## config.mk

```make
export PLATFORM = sky130hd
export DESIGN_NAME = tlv_record_reader
export DESIGN_NICKNAME = d
export VERILOG_FILES = /design/src/rtl/tlvr_pkg.sv /design/src/rtl/tlv_record_reader.sv
export SDC_FILE = /design/constraint.sdc
export NUM_CORES = 1
export LEC_CHECK = 0
export ABC_AREA = 1
export BUFFER_PORTS_ARGS = -buffer_cell sky130_fd_sc_hd__clkbuf_2
export CAP_MARGIN = 20
export CELL_PAD_IN_SITES_DETAIL_PLACEMENT = 1
export CELL_PAD_IN_SITES_GLOBAL_PLACEMENT = 2
export CORE_MARGIN = 1
export CORE_UTILIZATION = 38
export DETAILED_ROUTE_END_ITERATION = 8
export GPL_ROUTABILITY_DRIVEN = 0
export MAX_ROUTING_LAYER = met4
export PLACE_DENSITY_LB_ADDON = 0.08
export SLEW_MARGIN = 15
export SYNTH_ARGS = -nofsm -noshare
export SYNTH_HDL_FRONTEND = slang
export SYNTH_SLANG_ARGS = --single-unit
export TNS_END_PERCENT = 20
```

## constraint.sdc

```tcl
create_clock -name clk -period 8.3 [get_ports clk]
set_input_delay 0.83 -clock clk [delete_from_list [all_inputs] [get_ports clk]]
set_output_delay 0.83 -clock clk [all_outputs]
set_load 0.01 [all_outputs]
```

## src/rtl/tlvr_pkg.sv

```systemverilog
// tlvr_pkg: shared types and constants for the tlv record reader
// no dependencies; imported by the top level and its checker
`timescale 1ns / 1ps

package tlvr_pkg;

	// largest buffer the reader follows, and widths that follow from it
	localparam int MAX_BUFFER_BYTES = 65536;
	localparam int SIZE_W = 17;
	localparam int POS_W = $clog2(MAX_BUFFER_BYTES + 1);
	localparam int CMP_W = ((POS_W > SIZE_W) ? POS_W : SIZE_W) + 1;
	localparam int HDR_BYTES = 8;
	localparam int HIDX_W = 3;

	// output queue holding results that wait for the consumer
	localparam int OQ_DEPTH = 4;
	localparam int OQ_PTR_W = $clog2(OQ_DEPTH);
	localparam int OQ_CNT_W = $clog2(OQ_DEPTH + 1);

	// request kinds on the input side
	typedef enum logic {
		REQ_START = 1'b0,
		REQ_BYTE  = 1'b1
	} req_t;

	// result kinds on the output side
	typedef enum logic [2:0] {
		K_HDR   = 3'd0,
		K_END   = 3'd1,
		K_TRUNC = 3'd2,
		K_OVF   = 3'd3,
		K_BYTE  = 3'd4
	} kind_t;

	// parser phase, one-hot
	typedef enum logic [2:0] {
		PH_HALT = 3'b001,
		PH_HDR  = 3'b010,
		PH_PAY  = 3'b100
	} phase_t;

	typedef struct packed {
		kind_t        kind;
		logic [15:0]  tag;
		logic [31:0]  length;
		logic [7:0]   data;
		logic         done;
		logic         last;
	} result_t;

endpackage

```

## src/rtl/tlv_record_reader.sv

```systemverilog
// tlv_record_reader: tag-length-value record parser, one buffer byte per transaction
// depends on tlvr_pkg
`timescale 1ns / 1ps

// channel   | direction | tdata                                          | tuser                  | tlast
// s_axis    | in        | [7:0] in_byte                                  | [0] req_type           | -
// m_axis    | out       | [15:0] tag, [47:16] length, [55:48] payload    | [2:0] kind, [3] done   | run_last
// cfg       | in        | cfg_wdata[16:0] buffer_size, written on cfg_we | -                      | -
//
// one input transaction is taken per cycle while s_axis_tready is high; each input
// goes through the input register, then the parse logic into the output queue
// an input yields up to two results; the output side drains one per cycle while
// m_axis_tready is high, and the four-entry output queue sets how far a burst of
// two-result inputs runs ahead before s_axis_tready drops
// arst_n clears the parser to halted with position, header and payload counts at zero
// a stall on m_axis fills the queue and then backs up into the input register

module tlv_record_reader
	import tlvr_pkg::*;
(
	input  logic                 clk,
	input  logic                 arst_n,
	// configuration
	input  logic                 cfg_we,
	input  logic [SIZE_W-1:0]    cfg_wdata,      // buffer_size
	// input stream
	input  logic                 s_axis_tvalid,
	output logic                 s_axis_tready,
	input  logic [7:0]           s_axis_tdata,   // [7:0] in_byte
	input  logic                 s_axis_tuser,   // [0] req_type
	// result stream
	output logic                 m_axis_tvalid,
	input  logic                 m_axis_tready,
	output logic [55:0]          m_axis_tdata,   // [15:0] record_tag, [47:16] record_length,
	                                             // [55:48] payload_byte
	output logic [3:0]           m_axis_tuser,   // [2:0] kind, [3] record_done
	output logic                 m_axis_tlast    // run_last
);

	// configuration register
	logic [SIZE_W-1:0] buffer_size_q;

	// input register
	logic        valid_s1;
	req_t        req_s1;
	logic [7:0]  byte_s1;

	// parser state
	phase_t              phase_q, phase_d;
	logic [POS_W-1:0]    pos_q, pos_d;
	logic [HIDX_W-1:0]   hidx_q, hidx_d;
	logic [15:0]         tag_q, tag_d;
	logic [31:0]         len_q, len_d;
	logic [POS_W-1:0]    left_q, left_d;

	// output queue
	result_t               oq_q [OQ_DEPTH];
	logic [OQ_PTR_W-1:0]   wr_ptr_q, rd_ptr_q;
	logic [OQ_CNT_W-1:0]   count_q;

	logic       advance, pop;
	logic [1:0] n_res;
	result_t    res0, res1;

	// size and boundary checks
	logic [CMP_W-1:0] size_ext, size_eff, pos_b, remain;
	logic             bnd_end, bnd_trunc, hdr_ovf;
	logic [15:0]      tag_upd;
	logic [31:0]      len_upd;
	logic [POS_W-1:0] left_dec;

	always_ff @(posedge clk or negedge arst_n) begin
		if (!arst_n) begin
			buffer_size_q <= '0;
		end else if (cfg_we) begin
			buffer_size_q <= cfg_wdata;
		end
	end

	// the parse stage moves when the queue has room for two results
	assign advance = valid_s1 && (count_q <= OQ_CNT_W'(OQ_DEPTH - 2));
	assign s_axis_tready = !valid_s1 || advance;

	always_ff @(posedge clk or negedge arst_n) begin
		if (!arst_n) begin
			valid_s1 <= 1'b0;
		end else if (s_axis_tready) begin
			valid_s1 <= s_axis_tvalid;
		end
	end

	always_ff @(posedge clk) begin
		if (s_axis_tvalid && s_axis_tready) begin
			req_s1  <= req_t'(s_axis_tuser);
			byte_s1 <= s_axis_tdata;
		end
	end

	// buffer size saturated at the largest supported buffer
	assign size_ext = CMP_W'(buffer_size_q);
	assign size_eff = (size_ext > CMP_W'(MAX_BUFFER_BYTES)) ? CMP_W'(MAX_BUFFER_BYTES)
	                                                        : size_ext;

	// position after this transaction: zero on start, one further on a byte
	assign pos_b  = (req_s1 == REQ_START) ? '0 : CMP_W'(pos_q) + CMP_W'(1);
	assign remain = size_eff - pos_b;

	// record boundary: nothing left, or not enough left for a header
	assign bnd_end   = (pos_b == size_eff);
	assign bnd_trunc = !bnd_end && ((pos_b > size_eff) || (remain < CMP_W'(HDR_BYTES)));

	// header bytes land in tag (bytes 0 and 1) or length (bytes 4 to 7), rest reserved
	always_comb begin
		tag_upd = tag_q;
		len_upd = len_q;
		case (hidx_q)
			3'd0: tag_upd[7:0]   = byte_s1;
			3'd1: tag_upd[15:8]  = byte_s1;
			3'd4: len_upd[7:0]   = byte_s1;
			3'd5: len_upd[15:8]  = byte_s1;
			3'd6: len_upd[23:16] = byte_s1;
			3'd7: len_upd[31:24] = byte_s1;
			default: ;
		endcase
	end

	// length must fit in what remains after the header
	assign hdr_ovf  = (pos_b > size_eff) || (len_upd > 32'(remain));
	assign left_dec = left_q - POS_W'(1);

	always_comb begin
		phase_d = phase_q;
		pos_d   = pos_q;
		hidx_d  = hidx_q;
		tag_d   = tag_q;
		len_d   = len_q;
		left_d  = left_q;
		n_res   = 2'd0;
		res0    = '0;
		res1    = '0;
		if (req_s1 == REQ_START) begin
			pos_d  = '0;
			hidx_d = '0;
			tag_d  = '0;
			len_d  = '0;
			left_d = '0;
			res0.kind = bnd_end ? K_END : K_TRUNC;
			if (bnd_end || bnd_trunc) begin
				n_res   = 2'd1;
				phase_d = PH_HALT;
			end else begin
				phase_d = PH_HDR;
			end
		end else begin
			unique case (phase_q)
				PH_HDR: begin
					pos_d  = POS_W'(pos_b);
					hidx_d = hidx_q + HIDX_W'(1);
					tag_d  = tag_upd;
					len_d  = len_upd;
					res0.tag    = tag_upd;
					res0.length = len_upd;
					res1.tag    = tag_upd;
					res1.length = len_upd;
					if (hidx_q == HIDX_W'(HDR_BYTES - 1)) begin
						n_res = 2'd1;
						if (hdr_ovf) begin
							res0.kind = K_OVF;
							phase_d   = PH_HALT;
						end else begin
							res0.kind = K_HDR;
							if (len_upd == '0) begin
								// empty record: boundary check in the same transaction
								res1.kind = bnd_end ? K_END : K_TRUNC;
								if (bnd_end || bnd_trunc) begin
									n_res   = 2'd2;
									phase_d = PH_HALT;
								end else begin
									phase_d = PH_HDR;
									hidx_d  = '0;
								end
							end else begin
								left_d  = len_upd[POS_W-1:0];
								phase_d = PH_PAY;
							end
						end
					end
				end
				PH_PAY: begin
					pos_d  = POS_W'(pos_b);
					left_d = left_dec;
					n_res  = 2'd1;
					res0.kind   = K_BYTE;
					res0.tag    = tag_q;
					res0.length = len_q;
					res0.data   = byte_s1;
					res1.tag    = tag_q;
					res1.length = len_q;
					if (left_dec == '0) begin
						// last payload byte closes the record
						res0.done = 1'b1;
						res1.kind = bnd_end ? K_END : K_TRUNC;
						if (bnd_end || bnd_trunc) begin
							n_res   = 2'd2;
							phase_d = PH_HALT;
						end else begin
							phase_d = PH_HDR;
							hidx_d  = '0;
						end
					end
				end
				PH_HALT: ;
				default: ;
			endcase
		end
		res0.last = (n_res == 2'd1);
		res1.last = 1'b1;
	end

	always_ff @(posedge clk or negedge arst_n) begin
		if (!arst_n) begin
			phase_q <= PH_HALT;
			pos_q   <= '0;
			hidx_q  <= '0;
			tag_q   <= '0;
			len_q   <= '0;
			left_q  <= '0;
		end else if (advance) begin
			phase_q <= phase_d;
			pos_q   <= pos_d;
			hidx_q  <= hidx_d;
			tag_q   <= tag_d;
			len_q   <= len_d;
			left_q  <= left_d;
		end
	end

	// output queue: up to two writes per cycle, one read
	assign pop = m_axis_tvalid && m_axis_tready;

	always_ff @(posedge clk) begin
		if (advance && (n_res != 2'd0)) begin
			oq_q[wr_ptr_q] <= res0;
		end
		if (advance && (n_res == 2'd2)) begin
			oq_q[wr_ptr_q + OQ_PTR_W'(1)] <= res1;
		end
	end

	always_ff @(posedge clk or negedge arst_n) begin
		if (!arst_n) begin
			wr_ptr_q <= '0;
			rd_ptr_q <= '0;
			count_q  <= '0;
		end else begin
			if (advance) begin
				wr_ptr_q <= wr_ptr_q + OQ_PTR_W'(n_res);
			end
			if (pop) begin
				rd_ptr_q <= rd_ptr_q + OQ_PTR_W'(1);
			end
			count_q <= count_q + (advance ? OQ_CNT_W'(n_res) : '0) - OQ_CNT_W'(pop);
		end
	end

	assign m_axis_tvalid = (count_q != '0);
	assign m_axis_tdata  = {oq_q[rd_ptr_q].data, oq_q[rd_ptr_q].length, oq_q[rd_ptr_q].tag};
	assign m_axis_tuser  = {oq_q[rd_ptr_q].done, oq_q[rd_ptr_q].kind};
	assign m_axis_tlast  = oq_q[rd_ptr_q].last;

endmodule

```

After elaboration in Yosys (flattened, before gate mapping)
Memory sizes are Yosys's and may differ from the RTL's.
Cells that the tools add are included.
Cells by class
  $add $sub $neg: 9
  $mul: 0
  div/mod/pow operators: 0
  order comparisons: 5
  equal/unequal tests: 18
  shift-type cells: 0
  multiplexer cells: 61
  bitwise logic cells: 0
  reductions and logical operators: 23
Operator list (count)
  17-bit 2-to-1 mux: 7
  51-bit case mux with 2 select lines: 1
  50-bit case mux with 2 select lines: 1
  32-bit 2-to-1 mux: 2
  57-bit 2-to-1 mux: 1
  50-bit 2-to-1 mux: 1
  8-bit 2-to-1 mux: 6
  3-bit 2-to-1 mux: 13
  17-bit case mux with 2 select lines: 1
  32-bit by 18-bit > comparator with 1-bit output: 1
  32-bit zero test: 1
  16-bit 2-to-1 mux: 2
  2-bit 2-to-1 mux: 15
  17-bit by 1-bit adder with 18-bit output, second input constant: 1
  18-bit by 17-bit == test with 1-bit output: 1
  18-bit by 17-bit > comparator with 1-bit output: 1
  18-bit by 4-bit < comparator with 1-bit output, second input constant: 1
  18-bit 2-to-1 mux: 1
  17-bit by 18-bit subtractor with 18-bit output: 1
  17-bit > comparator, second input constant: 1
  17-bit zero test: 1
  17-bit by 1-bit subtractor with 17-bit output, second input constant: 1
  3-bit == test, second input constant: 5
  3-bit inequality test, second input constant: 5
  other kinds (27): 45
Word-level totals
  flip-flop bits (word level): 122
  latch bits: 0
  RAM bits: 244
  ROM bits: 0
  input port bits: 31
  output and inout bits: 63
  logic and storage cells: 130
  memories kept: 1
Memories
  oq_q: words 4, bits a word 61, rd ports 1, clocked after memory_dff 0, wr ports 2, RTL line tlv_record_reader.sv:57  | result_t oq_q [OQ_DEPTH];

Logic depth before layout (Yosys ltp)
  word-level depth: 17
  mapped depth: 46
  gate-level depth less buffers: 45

Worst setup path after synthesis
OpenSTA, ideal clock, no wires.
  path kind: reg2reg
  start: reg pos_q[0]
  end: mem oq_q[2][10] in the netlist's numbering, enable pin
  setup time: 409 ps
  data arrival time: 5631 ps
  required time: 7891 ps
  path slack: 2261 ps
  stages on the path, launching flop included: 42
  buffers on the path: 2
  clock period less this slack: 6039 ps
  path through: dfrtp_1 > ha_1 > nand2_1 > nor2_1 > inv_1 > nor2_1 > inv_1 > nor2_1 > inv_1 > nor2_1 > inv_1 > nor2_1 > inv_1 > nor2_1 > inv_1 > nor2_1 > inv_1 > o311ai_0 > (+6 left out) > nand2_1 > ha_1 > a21o_1 > nor3_1 > nand2_1 > nand2_1 > nand2_1 > nand2_1 > nand2_2 > o21ai_1 > inv_2 > nor2_4 > nand2_2 > nand2_2 > nand2_1 > buf_6 > buf_6 > nand2_1
RTL lines
  start, declared: RTL line tlv_record_reader.sv:50  | logic [POS_W-1:0] pos_q, pos_d;
  start signal, assigned: RTL line tlv_record_reader.sv:230  | pos_q <= pos_d;
  end, declared: RTL line tlv_record_reader.sv:57

==> qor.yml <==
drt:
  drt-total-wl_microns: 67570
  post_drt_via_cell_ratio: 5.512
  dr_wl_met3_microns: 2544
  m1WireLength_microns: 30080
  wl_met2_microns: 33230
  ant_nets: 0
  wl_per_cell_microns: 21.59
  drtIter0Drc: 980
  vias: 17250
  route.detailed.drc: 0
  top_layer_used: "met4"
  drtPass1Iterations: 5
floorplanning:
  start_util_pct: 38.38
  dieWidth_microns: 229.6
  io_pins: 94
  coreArea_sq_mm: 0.05130
  row_count: 83
  die_area_sq_mm: 0.05273
  fp.dieH_microns: 229.6
global_routing:
  grt_usage_pct: 26.73
  grt_antenna_before_repair: 1
  grt_overflow: 0
  grt_max_degree: 82
  grt_pass1_wl_microns: 105900
  grt_pass1_vias: 18100
sta:
  finalMaxSlewViolations: 0
  setup_violations: 0
  worst_slew_pin_slew_ns: 1.030
  rsz0062_at_grt: "no"
  finClkSkew_ns: 0.03993
  max_freq_mhz: 157.0
  fin_tns_setup_ns: 0
  relSlewSlack_pct: 31.30
  period_minus_slack_ns: 6.368
  final.period_utilization_pct: 76.73
  whs_ns: 0.3578
  hold_violations: 0
layout:
  instances_no_fill: 3130
  area.growth.synth_to_final_pct: 12.23
  drive_gt1_share_pct: 9.429
  n_fill_cell: 6125
  nets: 2495
  antenna_cells: 0
power_and_ir_drop:
  p_per_area_mw_per_mm2: 347.8
  peakVddDrop_v: 0.0002877
  p_total_uw: 7687
  p_leak_uw: 0.008751
synth:
  ys_warn_count: 0
  synth_area_sq_mm: 0.01969
  synth_nets: 2469
  seq_area_frac_synth_pct: 50.71
  syn_avg_cell_area_sq_um: 8.243
  synthDistinctLibCells: 49
  synth-edff-count: 209
  synth_area_leader_cell: "edfxtp_1"
  synth_seq_cells: 366
  synth_ff_type: "edfxtp_1"
  synthTopCellsByArea: "edfxtp_1 (32%), dfrtp_1 (14%), a21oi_1 (7.7%)"
  syn_inst: 2389
  netlist.area_leader.share_pct: 31.87
  synthArstFlopShare_pct: 30.87
clocking:
  post_cts_resize_count: 0
  post-cts-setup-buffers: 0
  h-tree-depth: 2
  cts_sinks: 366
  clk_pin_slew_ns: 0.06
  cts_root_buffer: "clkbuf_16"
  hold_buffers: 0
  cts_buffers: 44
  clock_latency_ns: 0.61
  ctsLongestPathBuffers: 3
  tritoncts: "done"
worst_setup_path:
  crit_slowest_cell: "buf_4"
  critPathRequiredTime_ns: 8.50
  cpMostUsedCell: "nand2_1"
  critPathMaxStageDelay_ns: 0.62
  cp_max_fo: 40
  crit_type: "reg -> reg"
  crit_arrival_ns: 6.57
  cp-start-kind: "flip-flop"
  cp-end-kind: "flip-flop"
place:
  port_buffers: 93
  dpl.cell_count: 3049
  dp_hpwl_microns: 43120
hold_path:
  hold_path_class: "in -> async"
outcome:
  outcome: "complete, no violations"
flow_run:
  maxCapViolations: 0
[power breakdown]
group	switching, uW	internal, uW
Sequential	237	2260
Clock	809	1190
Combinational	2280	907
[cell usage after synthesis (all sizes together), types with 16 or more instances]
cell type,number
a211oi,16
a21oi,301
buf,59
clkbuf,86
dfrtp,112
dfxtp,44
edfxtp,209
ha,47
inv,225
nand2,407
nand3,103
nand4,18
nor2,325
nor3,16
o21ai,259
o22ai,86
[final timing paths]
kind | cells after the start | endpoint | from | slack, ns
worst max-delay path | 41 | oq_q[2][16] | pos_q[0] | 1.93
worst min-delay path | 1 | buffer_size_q[11] | arst_n | 0.36
worst max register to register | 41 | oq_q[2][16] | pos_q[0] | 1.93
worst min register to register | 2 | oq_q[1][0] | oq_q[1][0] | 0.46
max in group asynchronous | 2 | len_q[25] | arst_n | 6.54
min in group clk | 1 | byte_s1[3] | s_axis_tdata[3] | 0.42
[layout make-up]
class	instances	area [sq um]	share of cell area, %
clock inverter	21	262.8	1.189
tap	680	850.8	3.850
multi-input combinational	1648	8177	37.00
clock buffer	60	1222	5.531
inverter	230	864.6	3.912
sequential	366	9990	45.20
timing repair buffer	125	733.2	3.318
[cells by family after synthesis]
family / Yosys count / share of synthesized area (%)
buf+inv: 375 / 8.012
simple gates: 887 / 18.40
compound gates: 690 / 18.68
mux: 2 / 0.1144
flops: 366 / 50.71
fa+ha+maj: 49 / 3.190
xor+xnor: 20 / 0.8896
[routing by layer]
metal  track usage [%]  vias to the layer above
met3             3.137                      107
met2             44.96                      328
met4             8.250                        0
met5                 -                        -
met1             33.55                     8637
li1                  -                     8180
[stage by stage]
step                      util, %  setup slack (ns)  area [sq um]
after detailed placement    40.18             1.995         20610
after floorplan                 -             2.261         19690
after global routing        43.08             1.098         22100
final                       43.08             1.932         22100
after global placement      40.18             2.059         20610
after CTS                   43.08             1.938         22100
[worst max-delay path: cells and delay by family (launching register included)]
| kind | cells | cell delay (ns) |
|---|---|---|
| buffers and inverters | 8 | 1.07 |
| AND/OR/NAND/NOR | 24 | 2.56 |
| flip-flops | 1 | 0.38 |
| AO/OA/AOI/OAI | 6 | 0.96 |
| adder cells (fa/ha/maj) | 3 | 0.96 |
[state kept, by name (all words and copies together) (netlist names)]
register,cells
phase_q,3
pos_q,17
oq_q,244
hidx_q,3
buffer_size_q,17
wr_ptr_q,2
req_s1,1
byte_s1,8
count_q,3
tag_q,16
rd_ptr_q,2
left_q,17
len_q,32
valid_s1,1
[cell usage in the layout, fill, tap and decap left out, types with 4 or more instances in the layout]
cell and instances:
nand2_1 393, nor2_1 317, a21oi_1 300, o21ai_0 251
inv_1 217, edfxtp_1 209, dfrtp_1 111, nand3_1 102
clkbuf_2 92, o22ai_1 86, ha_1 47, clkbuf_16 45
dfxtp_1 44, buf_4 31, nand4_1 18, a211oi_1 16
nand2_2 14, nor3_1 14, o21a_1 14, xor2_1 14
clkinv_1 12, clkbuf_1 11, inv_2 7, o21ai_1 6
xnor2_1 6, clkinv_2 6, nand3b_1 5, nor2_2 5
nor4_1 5, bufinv_16 5, o21bai_1 4, clkbuf_8 4
No activity file was read; power rests on OpenSTA's default activity.
